--- src/design/rau_pkg.sv ---
//------------------------------------------------------------------------------
// rau_pkg
// Shared types and constants for the rational arithmetic unit.
//------------------------------------------------------------------------------
`default_nettype none
package rau_pkg;
   localparam int DefWidth = 32;

   typedef enum logic [2:0] {
      MODE_ADD = 3'd0,
      MODE_SUB = 3'd1,
      MODE_MUL = 3'd2,
      MODE_DIV = 3'd3,
      MODE_CMP = 3'd4
   } mode_type;

   typedef enum logic [1:0] {
      ST_OK       = 2'd0,
      ST_ZERO_DEN = 2'd1,
      ST_DIV_ZERO = 2'd2,
      ST_OVERFLOW = 2'd3
   } status_type;

   // request to the shared divider
   typedef struct packed {
      logic start;
   } div_ctl_type;
endpackage
`default_nettype wire

--- src/design/rau_div.sv ---
//------------------------------------------------------------------------------
// rau_div
// Restoring bit-serial unsigned divider, one quotient bit per cycle.
//------------------------------------------------------------------------------
`default_nettype none
module rau_div import rau_pkg::*; #(
   parameter int W = 64
) (
   input  wire logic         clock,
   input  wire logic         reset,
   input  wire div_ctl_type  ctl,
   input  wire logic [W-1:0] dividend,
   input  wire logic [W-1:0] divisor,
   output logic              done,
   output logic [W-1:0]      quot,
   output logic [W-1:0]      rem
);
   localparam int CW = $clog2(W + 1);
   logic [W-1:0] q_ff, r_ff, d_ff;
   logic [CW-1:0] cnt_ff;
   logic busy_ff;
   logic [W:0] sh, diff;

   assign sh   = {r_ff, q_ff[W-1]};
   assign diff = sh - {1'b0, d_ff};

   always_ff @(posedge clock) begin
      if (reset) begin
         busy_ff <= 1'b0;
         done    <= 1'b0;
         cnt_ff  <= '0;
      end else begin
         done <= 1'b0;
         if (ctl.start) begin
            busy_ff <= 1'b1;
            q_ff    <= dividend;
            r_ff    <= '0;
            d_ff    <= divisor;
            cnt_ff  <= CW'(W);
         end else if (busy_ff) begin
            if (!diff[W]) begin
               r_ff <= diff[W-1:0];
               q_ff <= {q_ff[W-2:0], 1'b1};
            end else begin
               r_ff <= sh[W-1:0];
               q_ff <= {q_ff[W-2:0], 1'b0};
            end
            cnt_ff <= cnt_ff - 1'b1;
            if (cnt_ff == CW'(1)) begin
               busy_ff <= 1'b0;
               done    <= 1'b1;
            end
         end
      end
   end
   assign quot = q_ff;
   assign rem  = r_ff;
endmodule
`default_nettype wire

--- config.mk ---
export PLATFORM = sky130hd
export DESIGN_NAME = rau_div
export DESIGN_NICKNAME = d
export VERILOG_FILES = /design/src/design/rau_pkg.sv /design/src/design/rau_div.sv
export SDC_FILE = /design/constraint.sdc
export NUM_CORES = 1
export LEC_CHECK = 0
export BUFFER_PORTS_ARGS = -buffer_cell sky130_fd_sc_hd__buf_2
export CAP_MARGIN = 20
export CORE_ASPECT_RATIO = 2
export CORE_MARGIN = 3
export CORE_UTILIZATION = 44
export CTS_CLUSTER_DIAMETER = 50
export DETAILED_ROUTE_END_ITERATION = 12
export HOLD_SLACK_MARGIN = 0.1
export PLACE_DENSITY = 0.78
export REMOVE_ABC_BUFFERS = 1
export SYNTH_ARGS = -nofsm -noshare
export SYNTH_HDL_FRONTEND = slang
export SYNTH_SLANG_ARGS = --single-unit
export TNS_END_PERCENT = 30
--- constraint.sdc ---
create_clock -name clock -period 23 [get_ports clock]
set_input_delay 4.6 -clock clock [delete_from_list [all_inputs] [get_ports clock]]
set_output_delay 4.6 -clock clock [all_outputs]
set_load 0.01 [all_outputs]
Word-level counts from Yosys, hierarchy flattened
Cells that the tools add are included.
Widths: inputs -> output; s select.
{"block": "totals", "ff_bits": 201, "inputBits": 131, "wordCells": 28}
{"block": "classes", "n_addsub": 2, "eq_ne": 1, "mux": 11, "bitwise_logic": 2, "reduce_logical": 5}
{"cell": "$mux 64", "count": 4}
{"cell": "$sub 65x64->65", "count": 1}
{"cell": "$mux 7", "count": 2}
{"cell": "$eq 7x1->1 const B", "count": 1}
{"cell": "$sub 7x1->7 const B", "count": 1}
{"cell": "$mux 1", "count": 5}
{"cell": "$reduce_and 2->1", "count": 2}
{"cell": "$reduce_or 3->1", "count": 1}
{"cell": "$not 1->1", "count": 2}
{"cell": "$reduce_bool 2->1", "count": 1}
{"cell": "$reduce_or 2->1", "count": 1}

Depth between registers and ports, before layout
Gate-level depths: netlist of run 1.
{"block": "logic_depth", "depth_word": 4, "mapped_depth": 15, "mapped_depth_nobuf": 13}

Worst setup path after synthesis of run 1
OpenSTA, ideal clock, no wires.
{"block": "synth_path", "kind": "input to register", "from": "input ctl", "to": "register q_ff[0], in the netlist quot[0], enable pin", "setup_ns": 0.618, "arrival_time_ns": 10.862, "required_ns": 22.382, "setup_slack_ns": 11.520, "cell_stages": 5, "path_buffers": 3, "cell_sequence": "clkbuf_1 > clkbuf_1 > buf_1 > nor2_1 > nor2_1"}
{"block": "synth_via", "elab_chain_len": 2}
{"item": "start: declaration", "line": "rau_div.sv:11", "rtl": "input wire div_ctl_type ctl,"}
{"item": "$reduce_bool 2->1 (no source line)"}
{"item": "$reduce_and 2->1 (no source line)"}
{"item": "end signal: assignment", "line": "rau_div.sv:36", "rtl": "q_ff <= dividend;"}
{"item": "end signal: assignment", "line": "rau_div.sv:43", "rtl": "q_ff <= {q_ff[W-2:0], 1'b1};"}
{"item": "end signal: assignment", "line": "rau_div.sv:46", "rtl": "q_ff <= {q_ff[W-2:0], 1'b0};"}
{"item": "end: declaration", "line": "rau_div.sv:19", "rtl": "logic [W-1:0] q_ff, r_ff, d_ff;"}
Every way passes these cells.
A chain may end at the register's enable or synchronous reset.

Final worst setup path of run 1
{"block": "layout_path", "from": "input ctl", "to": "register r_ff[42], in the netlist rem[42], enable pin"}
{"block": "layout_via", "elab_chain_len": 2}
{"item": "$reduce_bool 2->1 (no source line)"}
{"item": "$reduce_and 2->1 (no source line)"}
{"item": "end signal: assignment", "line": "rau_div.sv:42", "rtl": "r_ff <= diff[W-1:0];"}
{"item": "end signal: assignment", "line": "rau_div.sv:45", "rtl": "r_ff <= sh[W-1:0];"}
{"item": "end: declaration", "line": "rau_div.sv:19"}
Every way passes these cells.

==> impl_metrics.json, run 1 <==
{
  "postCtsResizedCells": 0,
  "tritoncts": "yes",
  "period_needed_ns": 7.23,
  "ir_worst_vdd_uv": 62.5,
  "fin_cells": 1764,
  "slew_violations": 0,
  "rsz0062_at_grt": "false",
  "p_sw_uw": 383,
  "drc_errors": 0,
  "die_x_um": 124,
  "cpMostUsedCell": "buf_4",
  "grt_first_pass_wirelength_mm": 55.3,
  "boundaryPins": 260,
  "portBuffers": 259,
  "fp-row-count": 85,
  "critPathMaxFanout": 67,
  "synth_sequential_area_ratio_pct": 48.7,
  "synth.area.top_cells": "edfxtp_1, ha_1, a21oi_1, mux2_2, o21ai_0",
  "rrSetupSlack_ns": 17.75,
  "synth-warning-count": 0,
  "routed_wl_mm": 35.7,
  "layout-drive-gt1-share_pct": 26.9,
  "hp-class": "reg2reg",
  "final_util_pct": 53.5,
  "die_h_um": 242,
  "finalClockSkew_ns": 0.0136,
  "worstPathArrival_ns": 7.37,
  "async_flop_share_pct": 0,
  "grt_use_total_pct": 23.4,
  "vias_per_cell": 5.79,
  "swShare_pct": 32.5,
  "max-slew-margin-rel_pct": 30.6,
  "setup_viol": 0,
  "clkSinkCount": 201,
  "finalHoldViolCount": 0,
  "path_cells": "buf_4 -> nor2_1 -> nor2_4 -> buf_4 -> buf_4",
  "p_comb_share_pct": 28.4,
  "cts_setup_buffers": 0,
  "ys_ff_latch": 201,
  "crit_slowest_cell": "buf_4",
  "cts_hold_buffers": 0,
  "tightest_slew_ns": 1.04,
  "drt-initial-drc-count": 636,
  "netlist_area_mm2": 0.0122,
  "synth_top_area_share_pct": 47.2,
  "crit_type": "in2reg",
  "clk_latency_ns": 0.52,
  "wl_per_cell_um": 20.2,
  "grt_pass1_vias": 10700,
  "cts_buffers": 22,
  "power_leakage_uw": 0.00606,
  "layout.nets": 1597,
  "dp.final_hpwl_mm": 26.2,
  "preCtsSetupSlack_ns": 15.20,
  "seqPwrFrac_pct": 39.1,
  "end_kind": "flip-flop",
  "p_int_uw": 797,
  "fmax_mhz": 138,
  "start_util_pct": 45.0,
  "power-per-cell-area_mw_per_mm2": 81.3,
  "core_mm2": 0.0271,
  "slowest_delay_ns": 0.77,
  "cap_violations": 0,
  "yosys.area.top_type": "edfxtp_1",
  "synth_edf_count": 192,
  "run_status": "complete, no violations",
  "grt_overflow": 0,
  "synth_cell_type_count": 68,
  "min_period_over_period_pct": 31.4,
  "clockPowerShare_pct": 32.5,
  "final_antenna_net_count": 0,
  "setup_slack_ns": 15.77,
  "cp-start-kind": "primary input",
  "avgSynthCellArea_um2": 10.3,
  "area_delta_synth_final_pct": 18.8,
  "cts_root_buffer": "clkbuf_16",
  "grt_start_max_net_pins": 84,
  "gp_congestion": 0.919,
  "htree_levels": 1,
  "tns_ns": 0,
  "grt_antenna_before_repair": 3,
  "dr_total_vias": 10200,
  "synth_ff_type": "edfxtp_1",
  "worstPathRequired_ns": 23.14,
  "cts_buffer_depth": 3,
  "syn_inst": 1182,
  "placedCellCount": 1723,
  "path_clk_slew_ns": 0.06,
  "die_area_mm2": 0.0299,
  "first_pass_iters": 5
}
[power groups by stage]
stage / clock network, uW / registers, uW / logic, uW
final: 383 / 461 / 335
after global routing: 404 / 465 / 367
after CTS: 391 / 462 / 333
after detailed placement: 0 / 469 / 331
after global placement: 0 / 469 / 325
after floorplan: 0 / 475 / 217
[layer usage]
metal  share of wire [%]  track usage [%]  up-vias
met5               0.076                0        -
met4                 5.2             11.5        4
met3                 7.0             4.75      125
met2                  54             43.4      438
met1                  33             24.1     4802
li1                    -                -     4840
[cell type report]
| type | count | area, um2 |
|---|---|---|
| Clock inverter | 12 | 178 |
| Tap cell | 348 | 435 |
| Clock buffer | 28 | 604 |
| Sequential cell | 201 | 5950 |
| Fill cell | 2480 | 12600 |
| Timing Repair Buffer | 267 | 1360 |
| Antenna cell | 1 | 2.50 |
| Inverter | 85 | 319 |
| Multi-Input combinational cell | 822 | 5660 |
[kinds of logic (layout without fill, tap and decap cells)]
kind of cell,Yosys count,after routing,synth area share [%]
other,0,1,0
muxes,64,64,5.89
DFF,201,201,48.7
buffers and inverters,159,392,5.14
and+or+nand+nor,265,265,11.1
adders and majority gates,67,67,6.93
AOI/OAI and AO/OA,369,369,18.2
xor gates and xnor gates,57,57,4.09
[critical path, delay by kind of cell]
family                 cells  cell delay (ns)
buffers and inverters      3             1.80
AND/OR/NAND/NOR            2             0.81
[synthesized netlist by cell type, drive strengths merged, types with 4 or more instances]
master / n
dfxtp: 9
clkbuf: 59
nand2b: 6
xnor2: 36
mux2: 63
nor2: 41
and2: 4
xor2: 21
or3: 12
nand4: 25
nor3: 14
o211ai: 8
nand3: 58
nor4: 6
o21ai: 97
edfxtp: 192
nor2b: 9
o31ai: 7
buf: 15
and3: 10
and4: 4
nand2: 64
ha: 66
a21oi: 145
o21a: 8
a21o: 32
a221o: 5
a31oi: 10
o21bai: 16
a211oi: 13
inv: 85
[through the flow]
| step | cell area [um2] | hold WS [ns] | total power, uW |
|---|---|---|---|
| floorplan | 11900 | 0.469 | 692 |
| global placement | 13700 | 0.479 | 794 |
| detailed placement | 13700 | 0.503 | 800 |
| CTS | 14500 | 0.510 | 1190 |
| global route | 14500 | 0.540 | 1240 |
| finish | 14500 | 0.503 | 1180 |
[state kept, by name, summed over array words and instances, names as in the netlist]
name / cells
cnt_ff: 7
quot: 64
busy_ff: 1
rem: 64
d_ff: 64
done: 1
[worst paths after layout]
kind / start / endpoint / cells past startpoint
worst max-delay path: ctl / rem[42]$_SDFFCE_PP0P_ / 5
worst min-delay path: cnt_ff[1]$_SDFFE_PP0P_ / cnt_ff[1]$_SDFFE_PP0P_ / 2
worst max register to register: rem[36]$_SDFFCE_PP0P_ / rem[0]$_SDFFCE_PP0P_ / 12
worst min register to register: cnt_ff[1]$_SDFFE_PP0P_ / cnt_ff[1]$_SDFFE_PP0P_ / 2
[placed cells by master (no fill, tap or decap), drive strengths merged, types with 6 or more instances in the layout]
cell type / Yosys / routed
mux2: 63 / 63
nor2b: 9 / 9
and3: 10 / 10
clkbuf: 59 / 28
buf: 15 / 267
xor2: 21 / 21
a211oi: 13 / 13
o211ai: 8 / 8
dfxtp: 9 / 9
nor4: 6 / 6
nor3: 14 / 14
xnor2: 36 / 36
inv: 85 / 88
o31ai: 7 / 7
nand4: 25 / 25
or3: 12 / 12
nand2: 64 / 64
a21oi: 145 / 145
ha: 66 / 66
o21bai: 16 / 16
nand3: 58 / 58
edfxtp: 192 / 192
nand2b: 6 / 6
o21a: 8 / 8
nor2: 41 / 41
a31oi: 10 / 10
o21ai: 97 / 97
a21o: 32 / 32
No activity file was read; power rests on OpenSTA's default activity.
==> inputs of run 2 (changes only) <==
--- a/config.mk
+++ b/config.mk
@@ -5,6 +5,7 @@
 export SDC_FILE = /design/constraint.sdc
 export NUM_CORES = 1
 export LEC_CHECK = 0
+export ABC_AREA = 1
 export BUFFER_PORTS_ARGS = -buffer_cell sky130_fd_sc_hd__buf_2
 export CAP_MARGIN = 20
 export CORE_ASPECT_RATIO = 2
@@ -13,7 +14,7 @@
 export CTS_CLUSTER_DIAMETER = 50
 export DETAILED_ROUTE_END_ITERATION = 12
 export HOLD_SLACK_MARGIN = 0.1
-export PLACE_DENSITY = 0.78
+export PLACE_DENSITY = 0.76
 export REMOVE_ABC_BUFFERS = 1
 export SYNTH_ARGS = -nofsm -noshare
 export SYNTH_HDL_FRONTEND = slang
==> constraint.sdc (replaced) <==
create_clock -name clock -period 7.6 [get_ports clock]
set_input_delay 1.52 -clock clock [delete_from_list [all_inputs] [get_ports clock]]
set_output_delay 1.52 -clock clock [all_outputs]
set_load 0.01 [all_outputs]
==> run 2 against run 1 <==
Against the previous run: clock power grew to 3.0 times the previous value; area after synthesis is 20% higher; total power grew to 3.3 times the previous value; register-to-register slack worse by 13 ns; critical path depth is 3 higher; routed wire length is 36% higher; critical path type unchanged; largest power group unchanged.
==> impl_metrics.json, run 2 <==
{
  "cts_hold_buffers": 0,
  "power_leakage_uw": 0.00940,
  "nFillCells": 3353,
  "holdPathEnd": "cnt_ff[6]$_SDFFE_PP0N_",
  "layout.nets": 2597,
  "wl_per_cell_um": 17.1,
  "finalClockSkew_ns": 0.0140,
  "end_kind": "flip-flop",
  "hp-class": "reg2reg",
  "vias_per_cell": 4.87,
  "cts_buffers": 23,
  "cap_violations": 0,
  "synth_ff_type": "edfxtp_1",
  "synth.most_common_cell": "nand2_1",
  "setup_viol": 0,
  "fin_cells": 2848,
  "cts_root_buffer": "clkbuf_16",
  "grt_use_total_pct": 26.8,
  "fp-row-count": 94,
  "clk_latency_ns": 0.53,
  "drt-initial-drc-count": 638,
  "cts_buffer_depth": 3,
  "rsz0062_at_grt": "false",
  "synth_top_area_share_pct": 39.2,
  "fmax_mhz": 282,
  "final_area_mm2": 0.0172,
  "final_cell_mix": "nand2_1, inv_1, buf_2",
  "postCtsResizedCells": 0,
  "clkSinkCount": 201,
  "core_mm2": 0.0329,
  "layout-drive-gt1-share_pct": 16.1,
  "ys_ff_latch": 201,
  "synth_cell_type_count": 40,
  "yosys.area.top_type": "edfxtp_1",
  "tritoncts": "yes",
  "grt_start_max_net_pins": 96,
  "die_area_mm2": 0.0358,
  "placedCellCount": 2805,
  "gp_congestion": 1.01,
  "run_status": "complete, no violations",
  "rrSetupSlack_ns": 4.44,
  "critPathMaxFanout": 95,
  "swShare_pct": 38.4,
  "synth-warning-count": 0,
  "p_comb_share_pct": 33.6,
  "clockPowerShare_pct": 30.0,
  "period_needed_ns": 3.54,
  "p_int_uw": 2370,
  "die_h_um": 264,
  "netlist_area_mm2": 0.0147,
  "finalHoldViolCount": 0,
  "seqPwrFrac_pct": 36.4,
  "grt_overflow": 0,
  "grt_pass1_vias": 13900,
  "ir_worst_vdd_uv": 172,
  "slew_violations": 0,
  "syn_inst": 2144,
  "min_path_cells": 2,
  "setup_slack_ns": 4.06,
  "die_x_um": 135,
  "ff2ff_path_depth": 16,
  "placed_area_mm2": 0.0163,
  "boundaryPins": 260,
  "min-delay-start": "cnt_ff[6]$_SDFFE_PP0N_",
  "synth_sequential_area_ratio_pct": 40.5,
  "preCtsSetupSlack_ns": 3.17,
  "dr_total_vias": 13900,
  "drc_errors": 0,
  "cp-start-kind": "primary input",
  "reg2reg_to": "rem[54]$_SDFFCE_PP0P_",
  "routed_wl_mm": 48.6,
  "tightest_slew_ns": 1.04,
  "start_util_pct": 44.6,
  "rr_startpoint": "rem[4]$_SDFFCE_PP0P_",
  "synth_edf_count": 192,
  "path_clk_slew_ns": 0.07,
  "final_antenna_net_count": 0,
  "p_sw_uw": 1480,
  "dp.final_hpwl_mm": 40.2,
  "grt_antenna_before_repair": 1,
  "worstPathArrival_ns": 3.94,
  "cts_setup_buffers": 0,
  "avgSynthCellArea_um2": 6.85,
  "async_flop_share_pct": 0,
  "portBuffers": 259,
  "area_delta_synth_final_pct": 16.9,
  "synth.area.top_cells": "edfxtp_1, nand2_1, inv_1, ha_1, nor2_1",
  "final_common_cell": "nand2_1",
  "power-per-cell-area_mw_per_mm2": 224,
  "worstPathRequired_ns": 8.00,
  "synth_common_cells": "nand2_1, inv_1, nor2_1, edfxtp_1, ha_1",
  "htree_levels": 1,
  "min_period_over_period_pct": 46.6,
  "first_pass_iters": 5,
  "crit_type": "in2reg",
  "max-slew-margin-rel_pct": 30.8,
  "grt_first_pass_wirelength_mm": 73.4
}
run 2: per-layer routing:
metal | GRT usage [%] | routed length, um | up-vias
li1 | - | - | 7013
met4 | 22.3 | 4940 | 0
met2 | 52.3 | 26500 | 460
met5 | 0 | 0 | -
met3 | 3.15 | 2100 | 183
met1 | 23.2 | 15100 | 6200
run 2: critical path: stages:
cell,delay [ns]
buf_2,0.10
buf_4,0.31
inv_4,0.42
buf_4,0.83
nand3_1,0.35
nand2_1,0.15
nand2_1,0.07
inv_1,0.06
run 2: through the flow:
step           TNS (ns)  hold WS (ns)  util (%)  total power (uW)
5_1_grt               0         0.507      52.1              4060
3_5_place_dp          0         0.463      49.6              2710
3_3_place_gp          0         0.458      49.6              2690
2_1_floorplan   -300.27         0.434         -              2270
4_1_cts               0         0.474      52.1              3870
6_report              0         0.477      52.1              3850
run 2: how the worst max path moves through the flow:
| stage | endpoint | cells past startpoint | slack [ns] | from |
|---|---|---|---|---|
| 2_1_floorplan | quot[0]$_DFFE_PP_ | 2 | -2.33 | ctl |
| 3_3_place_gp | d_ff[7]$_DFFE_PP_ | 5 | 3.30 | ctl |
| 3_5_place_dp | d_ff[8]$_DFFE_PP_ | 5 | 3.17 | ctl |
| 4_1_cts | d_ff[37]$_DFFE_PP_ | 5 | 3.74 | ctl |
| 5_1_grt | rem[62]$_SDFFCE_PP0P_ | 8 | 3.87 | ctl |
| 6_report | rem[62]$_SDFFCE_PP0P_ | 8 | 4.06 | ctl |
run 2: power by group through the flow:
stage	clock network [uW]	registers, uW	logic (uW)
global placement	0	1420	1260
CTS	1180	1400	1290
floorplan	0	1450	822
detailed placement	0	1420	1280
finish	1150	1400	1290
global route	1220	1410	1430
run 2: kinds of logic after synthesis:
group                    share of synthesized area (%)
AND/OR/NAND/NOR                                   36.6
buffers and inverters                             12.4
adder cells (fa/ha/maj)                           5.76
flip-flops                                        40.5
AO/OA/AOI/OAI                                     2.98
XOR/XNOR                                          1.85
run 2: final cells by class:
class                      instances  area [um2]  share of cell area [%]
antenna                            1        2.50                  0.0146
clock buffer                      23         576                    3.35
clock inverter                    18         219                    1.28
inverter                         421        1580                    9.22
multi-input combinational       1487        6950                    40.4
sequential                       201        5950                    34.6
tap                              432         541                    3.15
timing repair buffer             265        1360                    7.93
==> inputs of run 3 (changes only) <==
--- a/config.mk
+++ b/config.mk
@@ -5,7 +5,7 @@
 export SDC_FILE = /design/constraint.sdc
 export NUM_CORES = 1
 export LEC_CHECK = 0
-export ABC_AREA = 1
+export ABC_AREA = 0
 export BUFFER_PORTS_ARGS = -buffer_cell sky130_fd_sc_hd__buf_2
 export CAP_MARGIN = 20
 export CORE_ASPECT_RATIO = 2
@@ -14,7 +14,7 @@
 export CTS_CLUSTER_DIAMETER = 50
 export DETAILED_ROUTE_END_ITERATION = 12
 export HOLD_SLACK_MARGIN = 0.1
-export PLACE_DENSITY = 0.76
+export PLACE_DENSITY = 0.8
 export REMOVE_ABC_BUFFERS = 1
 export SYNTH_ARGS = -nofsm -noshare
 export SYNTH_HDL_FRONTEND = slang
==> constraint.sdc (replaced) <==
create_clock -name clock -period 3.22 [get_ports clock]
set_input_delay 0.644 -clock clock [delete_from_list [all_inputs] [get_ports clock]]
set_output_delay 0.644 -clock clock [all_outputs]
set_load 0.01 [all_outputs]
==> run 3 against run 2 <==
Against the previous run: the run now ends with negative setup slack left; hold slack got worse by 0.18 ns; die area fell by 16%; first-iteration DRC count rose by 12%; register-to-register slack got worse by 4.6 ns; core utilization rose by 15 points; sequential power rose by 140%; sequential cell count did not move; total power rose by 150%; combinational power rose to 3.1 times the previous value.
==> impl_metrics.json, run 3 (synthesis results as in run 1) <==
{
  "routed_wl_mm": 43.0,
  "rrSetupSlack_ns": -0.21,
  "die_x_um": 124,
  "tightest_slew_ns": 1.11,
  "final_cell_mix": "buf_2, buf_4, edfxtp_1",
  "core_mm2": 0.0271,
  "finalClockSkew_ns": 0.0145,
  "setup_slack_ns": -0.206,
  "reg2reg_to": "rem[53]$_SDFFCE_PP0P_",
  "clk_latency_ns": 0.52,
  "htree_levels": 1,
  "vias_per_cell": 5.78,
  "drt-initial-drc-count": 716,
  "grt_start_max_net_pins": 74,
  "cap_violations": 0,
  "fp-row-count": 85,
  "setup_viol": 65,
  "critPathMaxFanout": 9,
  "path_clk_slew_ns": 0.06,
  "ff_latch_area_mm2": 0.00595,
  "start_util_pct": 45.0,
  "drc_errors": 0,
  "cts_hold_buffers": 0,
  "slew_violations": 0,
  "first_pass_iters": 9,
  "layout-drive-gt1-share_pct": 49.0,
  "cts_buffer_depth": 3,
  "multi_input_area_mm2": 0.00680,
  "fin_hold_ws_ns": 0.298,
  "clkSinkCount": 201,
  "grt_pass1_vias": 12500,
  "rr_startpoint": "rem[20]$_SDFFCE_PP0P_",
  "startpoint": "rem[20]$_SDFFCE_PP0P_",
  "nFillCells": 2029,
  "hp-class": "in2reg",
  "grt_overflow": 0,
  "fmax_mhz": 292,
  "dp.final_hpwl_mm": 29.6,
  "final_util_pct": 66.7,
  "grt_use_total_pct": 27.2,
  "boundaryPins": 260,
  "grt_first_pass_wirelength_mm": 63.9,
  "period_needed_ns": 3.43,
  "grt_antenna_before_repair": 2,
  "p_total_uw": 9510,
  "gp_congestion": 0.992,
  "power_leakage_uw": 0.00771,
  "cts_root_buffer": "clkbuf_16",
  "cp-endpoint": "rem[53]$_SDFFCE_PP0P_",
  "min_path_cells": 1,
  "die_h_um": 242,
  "dr_total_vias": 11800,
  "worstPathRequired_ns": 3.47,
  "min_period_over_period_pct": 106,
  "crit_type": "reg2reg",
  "tritoncts": "yes",
  "portBuffers": 259,
  "max-slew-margin-rel_pct": 25.6,
  "area_delta_synth_final_pct": 48.2,
  "ir_worst_vdd_uv": 443,
  "run_status": "complete, but fails checks",
  "wl_per_cell_um": 21.0,
  "layout.nets": 1885,
  "power-per-cell-area_mw_per_mm2": 526,
  "final_common_cell": "buf_2",
  "violations": "negative setup slack",
  "rsz0062_at_grt": "true",
  "final_antenna_net_count": 0,
  "cp-start-kind": "flip-flop",
  "min-delay-start": "divisor[3]",
  "finalHoldViolCount": 0,
  "die_area_mm2": 0.0299,
  "ff2ff_path_depth": 13,
  "cts_buffers": 21,
  "placed_area_mm2": 0.0156,
  "final_area_mm2": 0.0181,
  "end_kind": "flip-flop",
  "worstPathArrival_ns": 3.68
}
[run 3: cell types whose count changed in the layout (fill, tap and decap cells not counted), sizes merged, moves of 14 or more]
| cell | before | now |
|---|---|---|
| a21oi | 61 | 147 |
| nand2 | 954 | 64 |
| inv | 425 | 87 |
| a21o | 1 | 32 |
| o21ai | 7 | 97 |
| buf | 265 | 550 |
| mux2 | 0 | 63 |
| xnor2 | 0 | 36 |
| nand3b | 14 | 0 |
| nor2 | 240 | 41 |
[run 3: worst min-delay path by stage]
stage	to	slack [ns]
floorplan	cnt_ff[1]$_SDFFE_PP0P_	0.47
global placement	cnt_ff[1]$_SDFFE_PP0P_	0.48
detailed placement	cnt_ff[1]$_SDFFE_PP0P_	0.51
CTS	d_ff[3]$_DFFE_PP_	0.28
global route	d_ff[18]$_DFFE_PP_	0.28
finish	d_ff[3]$_DFFE_PP_	0.30
[run 3: through the flow]
| step | std cells | setup slack [ns] | TNS (ns) |
|---|---|---|---|
| final | 2048 | -0.206 | -8.29 |
| after CTS | 2031 | -0.152 | -4.97 |
| after detailed placement | 1956 | -0.569 | -23.47 |
| after global placement | 1956 | -0.471 | -21.30 |
| after floorplan | 1108 | -3.45 | -543.49 |
| after global routing | 2048 | -0.311 | -13.43 |
[run 3: power breakdown]
group / total (uW) / leakage (uW) / internal [uW] / switching (uW)
registers: 3290 / 0.00191 / 3150 / 137
logic: 3970 / 0.00550 / 1900 / 2070
clock network: 2250 / 0.000298 / 1190 / 1050
[run 3: layout make-up]
cell class	count	share of cell area, %
multi-input cells	824	37.6
flip-flops and latches	201	32.9
repair buffers	554	22.0
clock buffers	21	2.90
well taps	348	2.41
inverters	85	1.76
clock inverters	14	0.429
diodes	1	0.0138
[run 3: per-layer routing]
| metal | share of wire (%) | global-route usage (%) | vias up |
|---|---|---|---|
| met5 | 0.016 | 0 | - |
| met4 | 7.1 | 16.5 | 2 |
| met3 | 6.4 | 4.82 | 204 |
| met2 | 54 | 50.5 | 592 |
| met1 | 32 | 27.1 | 5630 |
| li1 | - | - | 5416 |
[run 3: critical path: stages (launching register included)]
cell and delay [ns]:
edfxtp_1 0.43, ha_4 0.27, a21o_1 0.21, nor2_2 0.14
o31ai_2 0.09, a221o_1 0.36, or3_4 0.37, o211ai_4 0.22
nand3_4 0.16, and3_4 0.24, buf_6 0.14, buf_4 0.17
o21ai_0 0.27, a21oi_2 0.09
[run 3: what timing repair did]
| item | in CTS | in global routing |
|---|---|---|
| pin swaps | 71 | 44 |
| endpoints found under the setup margin | 65 | 65 |
| cloned | 11 | 2 |
| gates resized for setup | 163 | 127 |
| setup buffers | 29 | 15 |
